## config.mk

```make
export PLATFORM = sky130hd
export DESIGN_NAME = mqtt_payload_parser_top
export DESIGN_NICKNAME = d
export VERILOG_FILES = /design/src/hw/rtl/mqttpp_pkg.sv /design/src/hw/rtl/mqtt_payload_parser_top.sv
export SDC_FILE = /design/constraint.sdc
export NUM_CORES = 1
export LEC_CHECK = 0
export ABC_AREA = 1
export BUFFER_PORTS_ARGS = -buffer_cell sky130_fd_sc_hd__buf_2
export CORE_MARGIN = 5
export CORE_UTILIZATION = 40
export DETAILED_ROUTE_END_ITERATION = 10
export GPL_TIMING_DRIVEN = 1
export PLACE_DENSITY = 0.63
export REMOVE_ABC_BUFFERS = 1
export SLEW_MARGIN = 20
export SYNTH_ARGS = -nofsm -noshare
export SYNTH_HDL_FRONTEND = slang
export SYNTH_SLANG_ARGS = --single-unit
```

## constraint.sdc

```tcl
create_clock -name clk -period 6.35 [get_ports clk]
set_clock_uncertainty 0.1 [all_clocks]
set_input_delay 1.905 -clock clk [delete_from_list [all_inputs] [get_ports clk]]
set_output_delay 1.905 -clock clk [all_outputs]
set_load 0.005 [all_outputs]
```

## src/hw/rtl/mqttpp_pkg.sv

```systemverilog
// Shared types, protocol codes and result field layout for the MQTT payload parser.
package mqttpp_pkg;

  // Parser position inside one control packet
  typedef enum logic [1:0] {
    PH_HEADER,
    PH_LENGTH,
    PH_BODY,
    PH_TOPIC
  } phase_t;

  // Control packet types that the parser inspects
  localparam logic [3:0] T_CONNECT    = 4'd1;
  localparam logic [3:0] T_CONNACK    = 4'd2;
  localparam logic [3:0] T_PUBLISH    = 4'd3;
  localparam logic [3:0] T_DISCONNECT = 4'd14;

  // Byte values checked in the remaining length and the body
  localparam logic [7:0] LEN_CONT_BIT  = 8'h80;
  localparam logic [7:0] HASH_CHAR     = 8'h23;
  localparam logic [7:0] NAME_LEN_LO   = 8'h04;
  localparam logic [7:0] VERSION_311   = 8'h04;
  localparam logic [7:0] VERSION_500   = 8'h05;
  localparam logic [7:0] PROTO_NAME [4] = '{8'h4D, 8'h51, 8'h54, 8'h54};

  // CONNECT body offsets
  localparam logic [3:0] OFS_NAME_HI   = 4'd0;
  localparam logic [3:0] OFS_NAME_LO   = 4'd1;
  localparam logic [3:0] OFS_NAME_LAST = 4'd5;
  localparam logic [3:0] OFS_VERSION   = 4'd6;
  localparam logic [3:0] OFS_FLAGS     = 4'd7;
  localparam logic [3:0] OFS_KA_HI     = 4'd8;
  localparam logic [3:0] OFS_KA_LO     = 4'd9;
  localparam logic [3:0] OFS_MAX       = 4'd15;

  // Result transaction layout on the master tdata bus
  localparam int OUT_W          = 72;
  localparam int VALID_LSB      = 0;
  localparam int TMASK_LSB      = 1;
  localparam int VERSION_LSB    = 17;
  localparam int CFLAGS_LSB     = 25;
  localparam int KALIVE_LSB     = 33;
  localparam int SESSION_LSB    = 49;
  localparam int RCODE_LSB      = 50;
  localparam int PFLAGS_LSB     = 58;
  localparam int TCOUNT_LSB     = 62;
  localparam int FLUSH_LSB      = 70;
  localparam int PAD_LSB        = 71;

endpackage

```

## src/hw/rtl/mqtt_payload_parser_top.sv

```systemverilog
// Top level of the MQTT payload parser: byte-wise packet walker and per-flow record.
//
// Usage:
//   Slave channel carries one TCP payload byte per transaction in s_axis_tdata,
//   s_axis_tlast marks the last byte of a payload and s_axis_tuser marks the
//   first byte of a new flow (flow record and parse state clear before it).
//   Master channel carries one result transaction per payload, issued for the
//   byte that had s_axis_tlast set: validity, the flow record and a flush flag.
//   Throughput is one byte per cycle while s_axis_tready is high; each byte is
//   parsed by a single step of combinational logic between the parse state
//   and result registers, so the result appears in the cycle after its last byte.
//   The result register is the only stage on the output side: s_axis_tready
//   stays high while it is empty or being drained, and drops only while a
//   result is held against a low m_axis_tready.
//   Reset clears the parse state, the flow record and m_axis_tvalid; m_axis_tdata is not reset.
//   After each result the parse state clears; the flow record persists
//   until a byte with s_axis_tuser set arrives.
module mqtt_payload_parser_top (
  input  logic                           clk,
  input  logic                           rst,
  input  logic                           s_axis_tvalid,
  output logic                           s_axis_tready,
  input  logic [7:0]                     s_axis_tdata,  // [7:0] data_byte
  input  logic                           s_axis_tlast,  // end_of_payload
  input  logic                           s_axis_tuser,  // new_flow
  output logic                           m_axis_tvalid,
  input  logic                           m_axis_tready,
  // [0] payload_valid, [16:1] type_seen_mask, [24:17] protocol_version,
  // [32:25] connect_flags, [48:33] ka_seconds, [49] session_present,
  // [57:50] return_code, [61:58] pub_flags_or, [69:62] topic_count,
  // [70] flush_request, [71] zero
  output logic [mqttpp_pkg::OUT_W-1:0]  m_axis_tdata
);
  import mqttpp_pkg::*;

  // Parse state
  phase_t      phase, phase_next;
  logic [3:0]  pkt_type, pkt_type_next;
  logic [27:0] length_acc, length_acc_next;
  logic [2:0]  len_idx, len_idx_next;
  logic [27:0] bytes_left, bytes_left_next;
  logic [3:0]  hdr_off, hdr_off_next;
  logic [15:0] topic_len, topic_len_next;
  logic        failed, failed_next;
  logic        flush_seen, flush_seen_next;

  // Flow record
  logic [15:0] type_mask, type_mask_next;
  logic [7:0]  version, version_next;
  logic [7:0]  conn_flags, conn_flags_next;
  logic [15:0] ka_seconds, ka_seconds_next;
  logic        session, session_next;
  logic [7:0]  ret_code, ret_code_next;
  logic [3:0]  pub_flags, pub_flags_next;
  logic [7:0]  topic_cnt, topic_cnt_next;

  logic             in_fire;
  logic [OUT_W-1:0] result;

  assign s_axis_tready = !m_axis_tvalid || m_axis_tready;
  assign in_fire       = s_axis_tvalid && s_axis_tready;

  // Parse one accepted byte and build the result for a payload end
  always_comb begin
    logic       do_end;
    logic       stop;
    logic [7:0] b;
    logic [3:0] o;
    phase_t     ph;
    logic [4:0] shamt;

    phase_next      = phase;
    pkt_type_next   = pkt_type;
    length_acc_next = length_acc;
    len_idx_next    = len_idx;
    bytes_left_next = bytes_left;
    hdr_off_next    = hdr_off;
    topic_len_next  = topic_len;
    failed_next     = failed;
    flush_seen_next = flush_seen;
    type_mask_next  = type_mask;
    version_next    = version;
    conn_flags_next = conn_flags;
    ka_seconds_next = ka_seconds;
    session_next    = session;
    ret_code_next   = ret_code;
    pub_flags_next  = pub_flags;
    topic_cnt_next  = topic_cnt;
    result          = '0;
    do_end          = 1'b0;
    stop            = 1'b0;
    b               = s_axis_tdata;
    o               = '0;
    ph              = PH_HEADER;
    shamt           = '0;

    if (in_fire) begin
      // Drop the flow record and the parse state on a new flow
      if (s_axis_tuser) begin
        phase_next      = PH_HEADER;
        pkt_type_next   = '0;
        length_acc_next = '0;
        len_idx_next    = '0;
        bytes_left_next = '0;
        hdr_off_next    = '0;
        topic_len_next  = '0;
        failed_next     = 1'b0;
        flush_seen_next = 1'b0;
        type_mask_next  = '0;
        version_next    = '0;
        conn_flags_next = '0;
        ka_seconds_next = '0;
        session_next    = 1'b0;
        ret_code_next   = '0;
        pub_flags_next  = '0;
        topic_cnt_next  = '0;
      end

      ph = phase_next;
      o  = hdr_off_next;

      if (!failed_next) begin
        unique case (ph)
          // Fixed header byte: type and flags
          PH_HEADER: begin
            pkt_type_next  = b[7:4];
            type_mask_next = type_mask_next | (16'd1 << b[7:4]);
            if (b[7:4] == T_PUBLISH) pub_flags_next = pub_flags_next | b[3:0];
            length_acc_next = '0;
            len_idx_next    = '0;
            hdr_off_next    = '0;
            topic_len_next  = '0;
            phase_next      = PH_LENGTH;
          end

          // Remaining length, seven bits per byte, low group first
          PH_LENGTH: begin
            shamt = 5'(len_idx_next[1:0]) * 5'd7;
            length_acc_next = length_acc_next | ({21'd0, b[6:0]} << shamt);
            len_idx_next    = len_idx_next + 3'd1;
            if ((b & LEN_CONT_BIT) != 8'd0) begin
              if (len_idx_next >= 3'd4) failed_next = 1'b1;
            end else begin
              bytes_left_next = length_acc_next;
              phase_next      = PH_BODY;
              if (length_acc_next == 28'd0) do_end = 1'b1;
            end
          end

          // Topic characters of a PUBLISH
          PH_TOPIC: begin
            if (b == HASH_CHAR) begin
              failed_next = 1'b1;
              stop        = 1'b1;
            end else begin
              topic_len_next = topic_len_next - 16'd1;
              if (topic_len_next == 16'd0) begin
                if (topic_cnt_next != 8'hFF) topic_cnt_next = topic_cnt_next + 8'd1;
                phase_next = PH_BODY;
              end
            end
            if (!stop) begin
              bytes_left_next = bytes_left_next - 28'd1;
              if (bytes_left_next == 28'd0) do_end = 1'b1;
            end
          end

          // Other body bytes, by packet type and offset
          PH_BODY: begin
            if (pkt_type_next == T_CONNECT) begin
              if ((o == OFS_NAME_HI && b != 8'd0) ||
                  (o == OFS_NAME_LO && b != NAME_LEN_LO) ||
                  (o > OFS_NAME_LO && o <= OFS_NAME_LAST &&
                   b != PROTO_NAME[2'(o - 4'd2)])) begin
                failed_next = 1'b1;
                stop        = 1'b1;
              end else if (o == OFS_VERSION) begin
                version_next = b;
                if (b != VERSION_311 && b != VERSION_500) begin
                  failed_next = 1'b1;
                  stop        = 1'b1;
                end
              end else if (o == OFS_FLAGS) begin
                conn_flags_next = b;
              end else if (o == OFS_KA_HI) begin
                topic_len_next = {8'd0, b};
              end else if (o == OFS_KA_LO) begin
                ka_seconds_next = {topic_len_next[7:0], b};
              end
            end else if (pkt_type_next == T_CONNACK) begin
              if (o == 4'd0) session_next = b[0];
              else if (o == 4'd1) ret_code_next = b;
            end else if (pkt_type_next == T_PUBLISH) begin
              if (o == 4'd0) begin
                topic_len_next = {b, 8'd0};
              end else if (o == 4'd1) begin
                topic_len_next = topic_len_next | {8'd0, b};
                if (topic_len_next == 16'd0) begin
                  if (topic_cnt_next != 8'hFF) topic_cnt_next = topic_cnt_next + 8'd1;
                end else begin
                  phase_next = PH_TOPIC;
                end
              end
            end
            if (!stop) begin
              if (hdr_off_next != OFS_MAX) hdr_off_next = hdr_off_next + 4'd1;
              bytes_left_next = bytes_left_next - 28'd1;
              if (bytes_left_next == 28'd0) do_end = 1'b1;
            end
          end

          default: ;
        endcase
      end

      // Close the packet: late checks and the flush flag
      if (do_end) begin
        if (pkt_type_next == T_CONNECT && hdr_off_next < 4'd7) failed_next = 1'b1;
        if (pkt_type_next == T_PUBLISH &&
            (hdr_off_next < 4'd2 || phase_next == PH_TOPIC)) failed_next = 1'b1;
        if (pkt_type_next == T_DISCONNECT && !failed_next) flush_seen_next = 1'b1;
        phase_next = PH_HEADER;
      end

      // Build the result, then clear the parse state for the next payload
      if (s_axis_tlast) begin
        result[VALID_LSB]         = !failed_next && phase_next == PH_HEADER;
        result[TMASK_LSB +: 16]   = type_mask_next;
        result[VERSION_LSB +: 8]  = version_next;
        result[CFLAGS_LSB +: 8]   = conn_flags_next;
        result[KALIVE_LSB +: 16]  = ka_seconds_next;
        result[SESSION_LSB]       = session_next;
        result[RCODE_LSB +: 8]    = ret_code_next;
        result[PFLAGS_LSB +: 4]   = pub_flags_next;
        result[TCOUNT_LSB +: 8]   = topic_cnt_next;
        result[FLUSH_LSB]         = flush_seen_next;
        result[PAD_LSB]           = 1'b0;
        phase_next      = PH_HEADER;
        pkt_type_next   = '0;
        length_acc_next = '0;
        len_idx_next    = '0;
        bytes_left_next = '0;
        hdr_off_next    = '0;
        topic_len_next  = '0;
        failed_next     = 1'b0;
        flush_seen_next = 1'b0;
      end
    end
  end

  // Parse state and flow record registers
  always_ff @(posedge clk) begin
    if (rst) begin
      phase      <= PH_HEADER;
      pkt_type   <= '0;
      length_acc <= '0;
      len_idx    <= '0;
      bytes_left <= '0;
      hdr_off    <= '0;
      topic_len  <= '0;
      failed     <= 1'b0;
      flush_seen <= 1'b0;
      type_mask  <= '0;
      version    <= '0;
      conn_flags <= '0;
      ka_seconds <= '0;
      session    <= 1'b0;
      ret_code   <= '0;
      pub_flags  <= '0;
      topic_cnt  <= '0;
    end else begin
      phase      <= phase_next;
      pkt_type   <= pkt_type_next;
      length_acc <= length_acc_next;
      len_idx    <= len_idx_next;
      bytes_left <= bytes_left_next;
      hdr_off    <= hdr_off_next;
      topic_len  <= topic_len_next;
      failed     <= failed_next;
      flush_seen <= flush_seen_next;
      type_mask  <= type_mask_next;
      version    <= version_next;
      conn_flags <= conn_flags_next;
      ka_seconds <= ka_seconds_next;
      session    <= session_next;
      ret_code   <= ret_code_next;
      pub_flags  <= pub_flags_next;
      topic_cnt  <= topic_cnt_next;
    end
  end

  // Result register: load on a payload end, hold while stalled
  always_ff @(posedge clk) begin
    if (rst) begin
      m_axis_tvalid <= 1'b0;
    end else if (in_fire && s_axis_tlast) begin
      m_axis_tvalid <= 1'b1;
    end else if (m_axis_tready) begin
      m_axis_tvalid <= 1'b0;
    end
  end

  always_ff @(posedge clk) begin
    if (in_fire && s_axis_tlast) begin
      m_axis_tdata <= result;
    end
  end

endmodule

```

==> metrics.csv, run 1 <==
stage;metric;value;unit
power;powerDensity;223;nW/um2
setup_path;cp-startpoint;s_axis_tuser;
die;chipHeight;199;um
route;dr_wl_met3;3220;um
power;peakVddDrop;0.177;mV
worst_hold_path;hp-class;reg -> reg;
placement;gp_congestion;0.948;
route;wirelength_met1;20400;um
placement;port_buffers;86;
yosys;synth_top_area_frac;0.219;
worst_hold_path;hold_path.startpoint;length_acc[26];
worst_hold_path;hold_depth;2;
power;finalPower;3.57;mW
route;via_per_inst;5.48;
yosys;async_flop_share;0;
setup_path;cp.required;6.69;ns
setup_path;path_class;in -> reg;
power;pwr-share-seq;0.441;
clocking;clock_path_buffers;3;
global_routing;grt_pass1_wl;73100;um
route;firstDrtPassIters;6;
sta;hold_violations;0;
global_routing;antenna_found_initial;1;
clocking;htreeDepth;1;
yosys;ys_ff_latch;228;
yosys;avgSynthCellArea;6.73;um2
power;p_sw;957;uW
die;rows;69;
yosys;yosysSeqAreaShare;0.368;
route;wl_met2;21600;um
clocking;cts_root_buf;clkbuf_16;
route;postRouteWirelength;46800;um
power;p_sw_frac;0.268;
run_status;status;finished clean;
sta;setup_tns;0;ns
global_routing;overflow;0;
yosys;synth_cells;2130;
final_layout;postLayoutCellArea;16000;um2
clocking;insertion_delay;0.57;ns
clocking;cts_tree;built;
global_routing;grtUsageTotal;0.227;
sta;final-setup-viol-count;0;
die;core_area;35500;um2
power;intPower;2.61;mW
sta;maxSlewViolCount;0;
clocking;cts.sinks;228;
setup_path;critical_path_arrival;5.26;ns
setup_path;r2r_end;flush_seen;
die;die_w;199;um
sta;fmax;204;MHz
global_routing;grt_pass1_vias;13500;
yosys;synth_ff_type;dfxtp_1;
final_layout;area_growth;11.9;%
power;pwr-share-clk;0.453;
clocking;post-cts-setup-buffers;0;
route;wl_per_cell;17.7;um
setup_path;critPathMaxFanout;41;
sta;period_needed;4.91;ns
yosys;synth.distinct_cells;51;
route;ant_nets;0;
setup_path;r2r_setup_slack;3.10;ns
die;design.portCount;88;
setup_path;r2r_start;failed;
final_layout;nets;2187;
final_layout;drive_above_1_share;0.111;
yosys;yosys_warnings;0;
job;drv_cap;0;
clocking;numCtsBuffers;28;
route;initialDrtViolationCount;1005;
sta;fin_crit_sh;0.774;
placement;dpl_cell_area;15100;um2
yosys;yosys-top-cells-count;nand2_1, inv_1, nor2_1;
die;die_area;39700;um2
die;start_util;0.404;
power;p_leak;6.92;nW
sta;rsz0062_at_grt;false;
setup_path;end_kind;flop;
global_routing;grt_max_degree;81;
route;num_vias;14500;
yosys;synth_top_cell_by_area;dfxtp_1;
setup_path;reg2regPathDepth;12;
yosys;synth_edf_count;71;
setup_path;cp-start-kind;input pin;
yosys;synth_area;14300;um2
placement;dp_hpwl;32200;um
clocking;ctsHoldBuffers;0;
route;routed.top_layer;met4;
yosys;synth_top_cells_by_area;dfxtp_1, edfxtp_1, nand2_1;
clocking;post_cts_resized;0;
sta;tightest_slew;0.970;ns
route;drc;0;
worst_hold_path;min_to;length_acc[26];
yosys;synth.most_common_cell;nand2_1;
power;combPwrFrac;0.106;
sta;maxSlewHeadroom;0.353;
clocking;path_clk_slew;0.06;ns
-- flip-flops by register name, summed over array words and instances (netlist names), 4 cells and up --
register	cells
hdr_off	4
topic_cnt	8
m_axis_tdata	71
ret_code	8
pkt_type	4
conn_flags	8
pub_flags	4
topic_len	16
bytes_left	28
ka_seconds	16
length_acc	28
type_mask	16
version	8
-- power groups by stage --
stage / logic (mW) / registers, mW / clock network (mW)
2_1_floorplan: 0.224 / 1.61 / 0
3_3_place_gp: 0.371 / 1.60 / 0
3_5_place_dp: 0.374 / 1.61 / 0
4_1_cts: 0.375 / 1.57 / 1.66
5_1_grt: 0.419 / 1.58 / 1.71
6_report: 0.378 / 1.57 / 1.62
-- cell usage in the layout, fill, tap and decap left out, types with 71 or more instances in the layout --
| master | Yosys | final |
|---|---|---|
| buf_2 | 12 | 85 |
| inv_1 | 292 | 291 |
| nand3_1 | 136 | 136 |
| o211ai_1 | 73 | 73 |
| o21ai_0 | 181 | 181 |
| a21oi_1 | 179 | 179 |
| edfxtp_1 | 71 | 71 |
| nand2_1 | 448 | 447 |
| nor2_1 | 214 | 211 |
| dfxtp_1 | 157 | 157 |
-- worst max-delay path by stage --
stage | slack (ns) | endpoint | cells after the start
2_1_floorplan | -3.93 | m_axis_tdata[63] | 6
3_3_place_gp | 0.99 | m_axis_tdata[68] | 17
3_5_place_dp | 0.97 | m_axis_tdata[19] | 13
4_1_cts | 1.55 | m_axis_tdata[19] | 13
5_1_grt | 1.16 | version[6] | 15
6_report | 1.44 | version[6] | 15
-- stage by stage --
stage               cells  utilization  hold slack (ns)  setup WS, ns
finish               2647        0.452            0.362          1.44
global placement     2594        0.426            0.351         0.993
floorplan            2017            -            0.339         -3.93
CTS                  2646        0.452            0.364          1.55
global route         2646        0.452            0.374          1.16
detailed placement   2594        0.426            0.355         0.974
-- critical path, cell delays in order --
cell and delay (ns):
buf_2 0.16, buf_4 0.54, nor2_1 0.14, nor2_1 0.16
inv_1 0.09, nor3_2 0.44, inv_2 0.15, nor2_1 0.28
nand4_1 0.54, o211ai_1 0.38, o21ai_0 0.14, inv_1 0.09
nand2_1 0.05, o211ai_1 0.10, inv_1 0.06
-- layer usage --
layer	global-route usage	up-vias
li1	-	7163
met1	0.302	6782
met2	0.376	481
met4	0.0800	0
met3	0.0352	89
met5	0	-
-- area by class of cell --
class | instances | area (um2)
diodes | 1 | 2.50
clock buffers | 34 | 744
clock inverters | 18 | 175
fillers | 3654 | 19500
inverters | 319 | 1200
multi-input cells | 1470 | 7380
flip-flops and latches | 228 | 5280
well taps | 461 | 577
repair buffers | 116 | 671
-- logic make-up (layout without fill, tap and decap cells) --
logic type / count (synthesis) / count (layout) / synth area share
AO/OA/AOI/OAI: 547 / 547 / 0.224
XOR/XNOR: 25 / 25 / 0.0158
adder cells (fa/ha/maj): 10 / 10 / 0.00873
buffers and inverters: 432 / 487 / 0.118
flip-flops: 228 / 228 / 0.368
other: 1 / 2 / 0.000262
AND/OR/NAND/NOR: 887 / 887 / 0.265
(Power assumes the default switching activity.)
==> run 2: changes to the inputs <==
==> constraint.sdc (replaced) <==
create_clock -name clk -period 4.1 [get_ports clk]
set_clock_uncertainty 0.1 [all_clocks]
set_input_delay 1.23 -clock clk [delete_from_list [all_inputs] [get_ports clk]]
set_output_delay 1.23 -clock clk [all_outputs]
set_load 0.005 [all_outputs]
==> run 2 against run 1 <==
- clock power grew 54%
- combinational power increased by 71%
- sequential power rose by 55%
- critical path type unchanged
- highest routed layer unchanged
==> metrics.csv, run 2 (synthesis results as in run 1) <==
stage;metric;value;unit;change
run_status;status;finished clean;;
setup_path;r2r_end;m_axis_tdata[66];;
sta;tightest_slew;0.967;ns;-0.00256 ns
final_layout;layout_commonest_cell;nand2_1;;
power;p_sw;1.48;mW;+54%
clocking;post_cts_resized;0;;unchanged
final_layout;nets;2313;;+5.8%
global_routing;grtUsageTotal;0.243;;+0.0161
placement;dp_hpwl;34700;um;+7.9%
setup_path;r2r_start;topic_len[8];;
clocking;path_clk_slew;0.06;ns;about the same
final_layout;final_cells;2770;;+4.6%
sta;maxSlewViolCount;0;;unchanged
placement;dpl.cell_count;2721;;+4.9%
power;peakVddDrop;0.321;mV;+81%
clocking;cts_tree;built;;
job;drv_cap;0;;unchanged
sta;fin_crit_sh;0.896;;
power;powerDensity;326;nW/um2;+46%
clocking;ctsHoldBuffers;0;;unchanged
clocking;cts.sinks;228;;unchanged
sta;period_needed;3.67;ns;
setup_path;cp.required;4.29;ns;-2.40 ns
die;chipHeight;199;um;unchanged
sta;setup_tns;0;ns;unchanged
route;firstDrtPassIters;6;;unchanged
final_layout;postLayoutCellArea;17100;um2;+6.6%
sta;hold_violations;0;;unchanged
power;p_sw_frac;0.265;;-0.00286
global_routing;antenna_found_initial;0;;-1
clocking;cts_root_buf;clkbuf_16;;
power;pwr-share-clk;0.446;;-0.007
setup_path;critPathMaxFanout;19;;-54%
setup_path;critical_path_arrival;3.86;ns;-1.40 ns
placement;dpl_cell_area;16200;um2;+7.1%
worst_hold_path;hp-class;reg -> reg;;
clocking;clock_path_buffers;3;;unchanged
global_routing;grt_max_degree;137;;+69%
final_layout;largest_register_ffs;71;;unchanged
power;p_leak;7.57;nW;+9.4%
die;die_w;199;um;unchanged
clocking;insertion_delay;0.56;ns;about the same
die;design.portCount;88;;unchanged
worst_hold_path;hold_depth;2;;unchanged
final_layout;final_cell_mix;nand2_1, inv_1, nor2_1, o21ai_0, a21oi_1;;
placement;gp_congestion;0.971;;+2.4%
final_layout;largest_register;m_axis_tdata;;
route;wl_per_cell;17.7;um;about the same
clocking;htreeDepth;1;;unchanged
clocking;numCtsBuffers;27;;-3.6%
final_layout;top_regs;m_axis_tdata: 71 flops, bytes_left: 28 flops, length_acc: 28 flops;;
clocking;post-cts-setup-buffers;0;;unchanged
die;die_area;39700;um2;unchanged
global_routing;overflow;0;;unchanged
sta;final-setup-viol-count;0;;unchanged
power;intPower;4.09;mW;+57%
power;combPwrFrac;0.116;;+0.010
route;ant_nets;0;;unchanged
global_routing;grt_pass1_wl;78400;um;+7.2%
power;pwr-share-seq;0.438;;-0.003
setup_path;reg2regPathDepth;17;;+5
setup_path;end_kind;flop;;
global_routing;grt_pass1_vias;14200;;+5.2%
worst_hold_path;min_to;topic_len[14];;
route;postRouteWirelength;49000;um;+4.7%
setup_path;path_class;in -> reg;;
route;num_vias;15100;;+3.9%
route;via_per_inst;5.45;;-0.69%
sta;maxSlewHeadroom;0.355;;+0.00171
worst_hold_path;hold_path.startpoint;topic_len[14];;
final_layout;area_growth;19.3;%;
die;rows;69;;unchanged
final_layout;drive_above_1_share;0.160;;+0.0491
final_layout;fill_cells;3621;;-0.90%
final_layout;antennaDiodeCount;0;;-1
placement;port_buffers;86;;unchanged
route;initialDrtViolationCount;1249;;+24%
die;core_area;35500;um2;unchanged
setup_path;cp-start-kind;input pin;;
die;start_util;0.404;;unchanged
route;drc;0;;unchanged
setup_path;r2r_setup_slack;1.17;ns;-1.93 ns
sta;rsz0062_at_grt;false;;
sta;fmax;272;MHz;
run 2: cell type report:
cell class                 instances  area [um2]  share of cell area
clock inverter                    16         195              0.0114
inverter                         319        1200              0.0702
multi-input combinational       1470        7380               0.432
timing repair buffer             243        1750               0.102
tap                              461         577              0.0338
sequential                       228        5280               0.309
clock buffer                      33         708              0.0414
run 2: layer usage:
| metal | GRT usage | up-vias | part of all wire |
|---|---|---|---|
| met1 | 0.335 | 7066 | 0.45 |
| met4 | 0.0745 | 0 | 0.030 |
| met5 | 0 | - | 0 |
| li1 | - | 7410 | - |
| met2 | 0.404 | 520 | 0.46 |
| met3 | 0.0253 | 89 | 0.061 |
run 2: power by group through the flow:
stage	registers, mW	logic, mW	clock network [mW]
floorplan	2.49	0.346	0
global placement	2.48	0.632	0
detailed placement	2.48	0.639	0
CTS	2.44	0.643	2.53
global route	2.44	0.714	2.65
finish	2.44	0.645	2.49
run 2: per-stage QoR:
stage	total power, mW	util	worst slack [ns]	hold slack [ns]
after detailed placement	3.12	0.456	-0.0586	0.355
after floorplan	2.83	-	-5.50	0.339
after global routing	5.80	0.482	0.207	0.379
final	5.57	0.482	0.427	0.365
after CTS	5.61	0.482	0.471	0.365
after global placement	3.11	0.456	-0.0153	0.352
run 2: worst max path at each step:
stage	startpoint	to	slack [ns]	cells past startpoint
after global routing	s_axis_tuser	m_axis_tdata[66]	0.21	16
after global placement	s_axis_tuser	m_axis_tdata[64]	-0.02	17
after detailed placement	s_axis_tuser	m_axis_tdata[64]	-0.06	16
after CTS	s_axis_tuser	m_axis_tdata[64]	0.47	16
final	s_axis_tuser	m_axis_tdata[66]	0.43	17
after floorplan	m_axis_tready	m_axis_tdata[63]	-5.50	6
run 2: critical path, stage by stage:
cell	delay, ns
buf_2	0.11
inv_4	0.10
buf_12	0.18
nand2_2	0.07
ha_1	0.26
nand2_1	0.13
nor2_2	0.21
xor2_1	0.26
nand2_1	0.10
nor2_1	0.14
nand3_2	0.23
nand2_1	0.15
o21ai_0	0.19
o21ai_0	0.21
nand3b_1	0.11
nand2_1	0.09
nor2_1	0.04
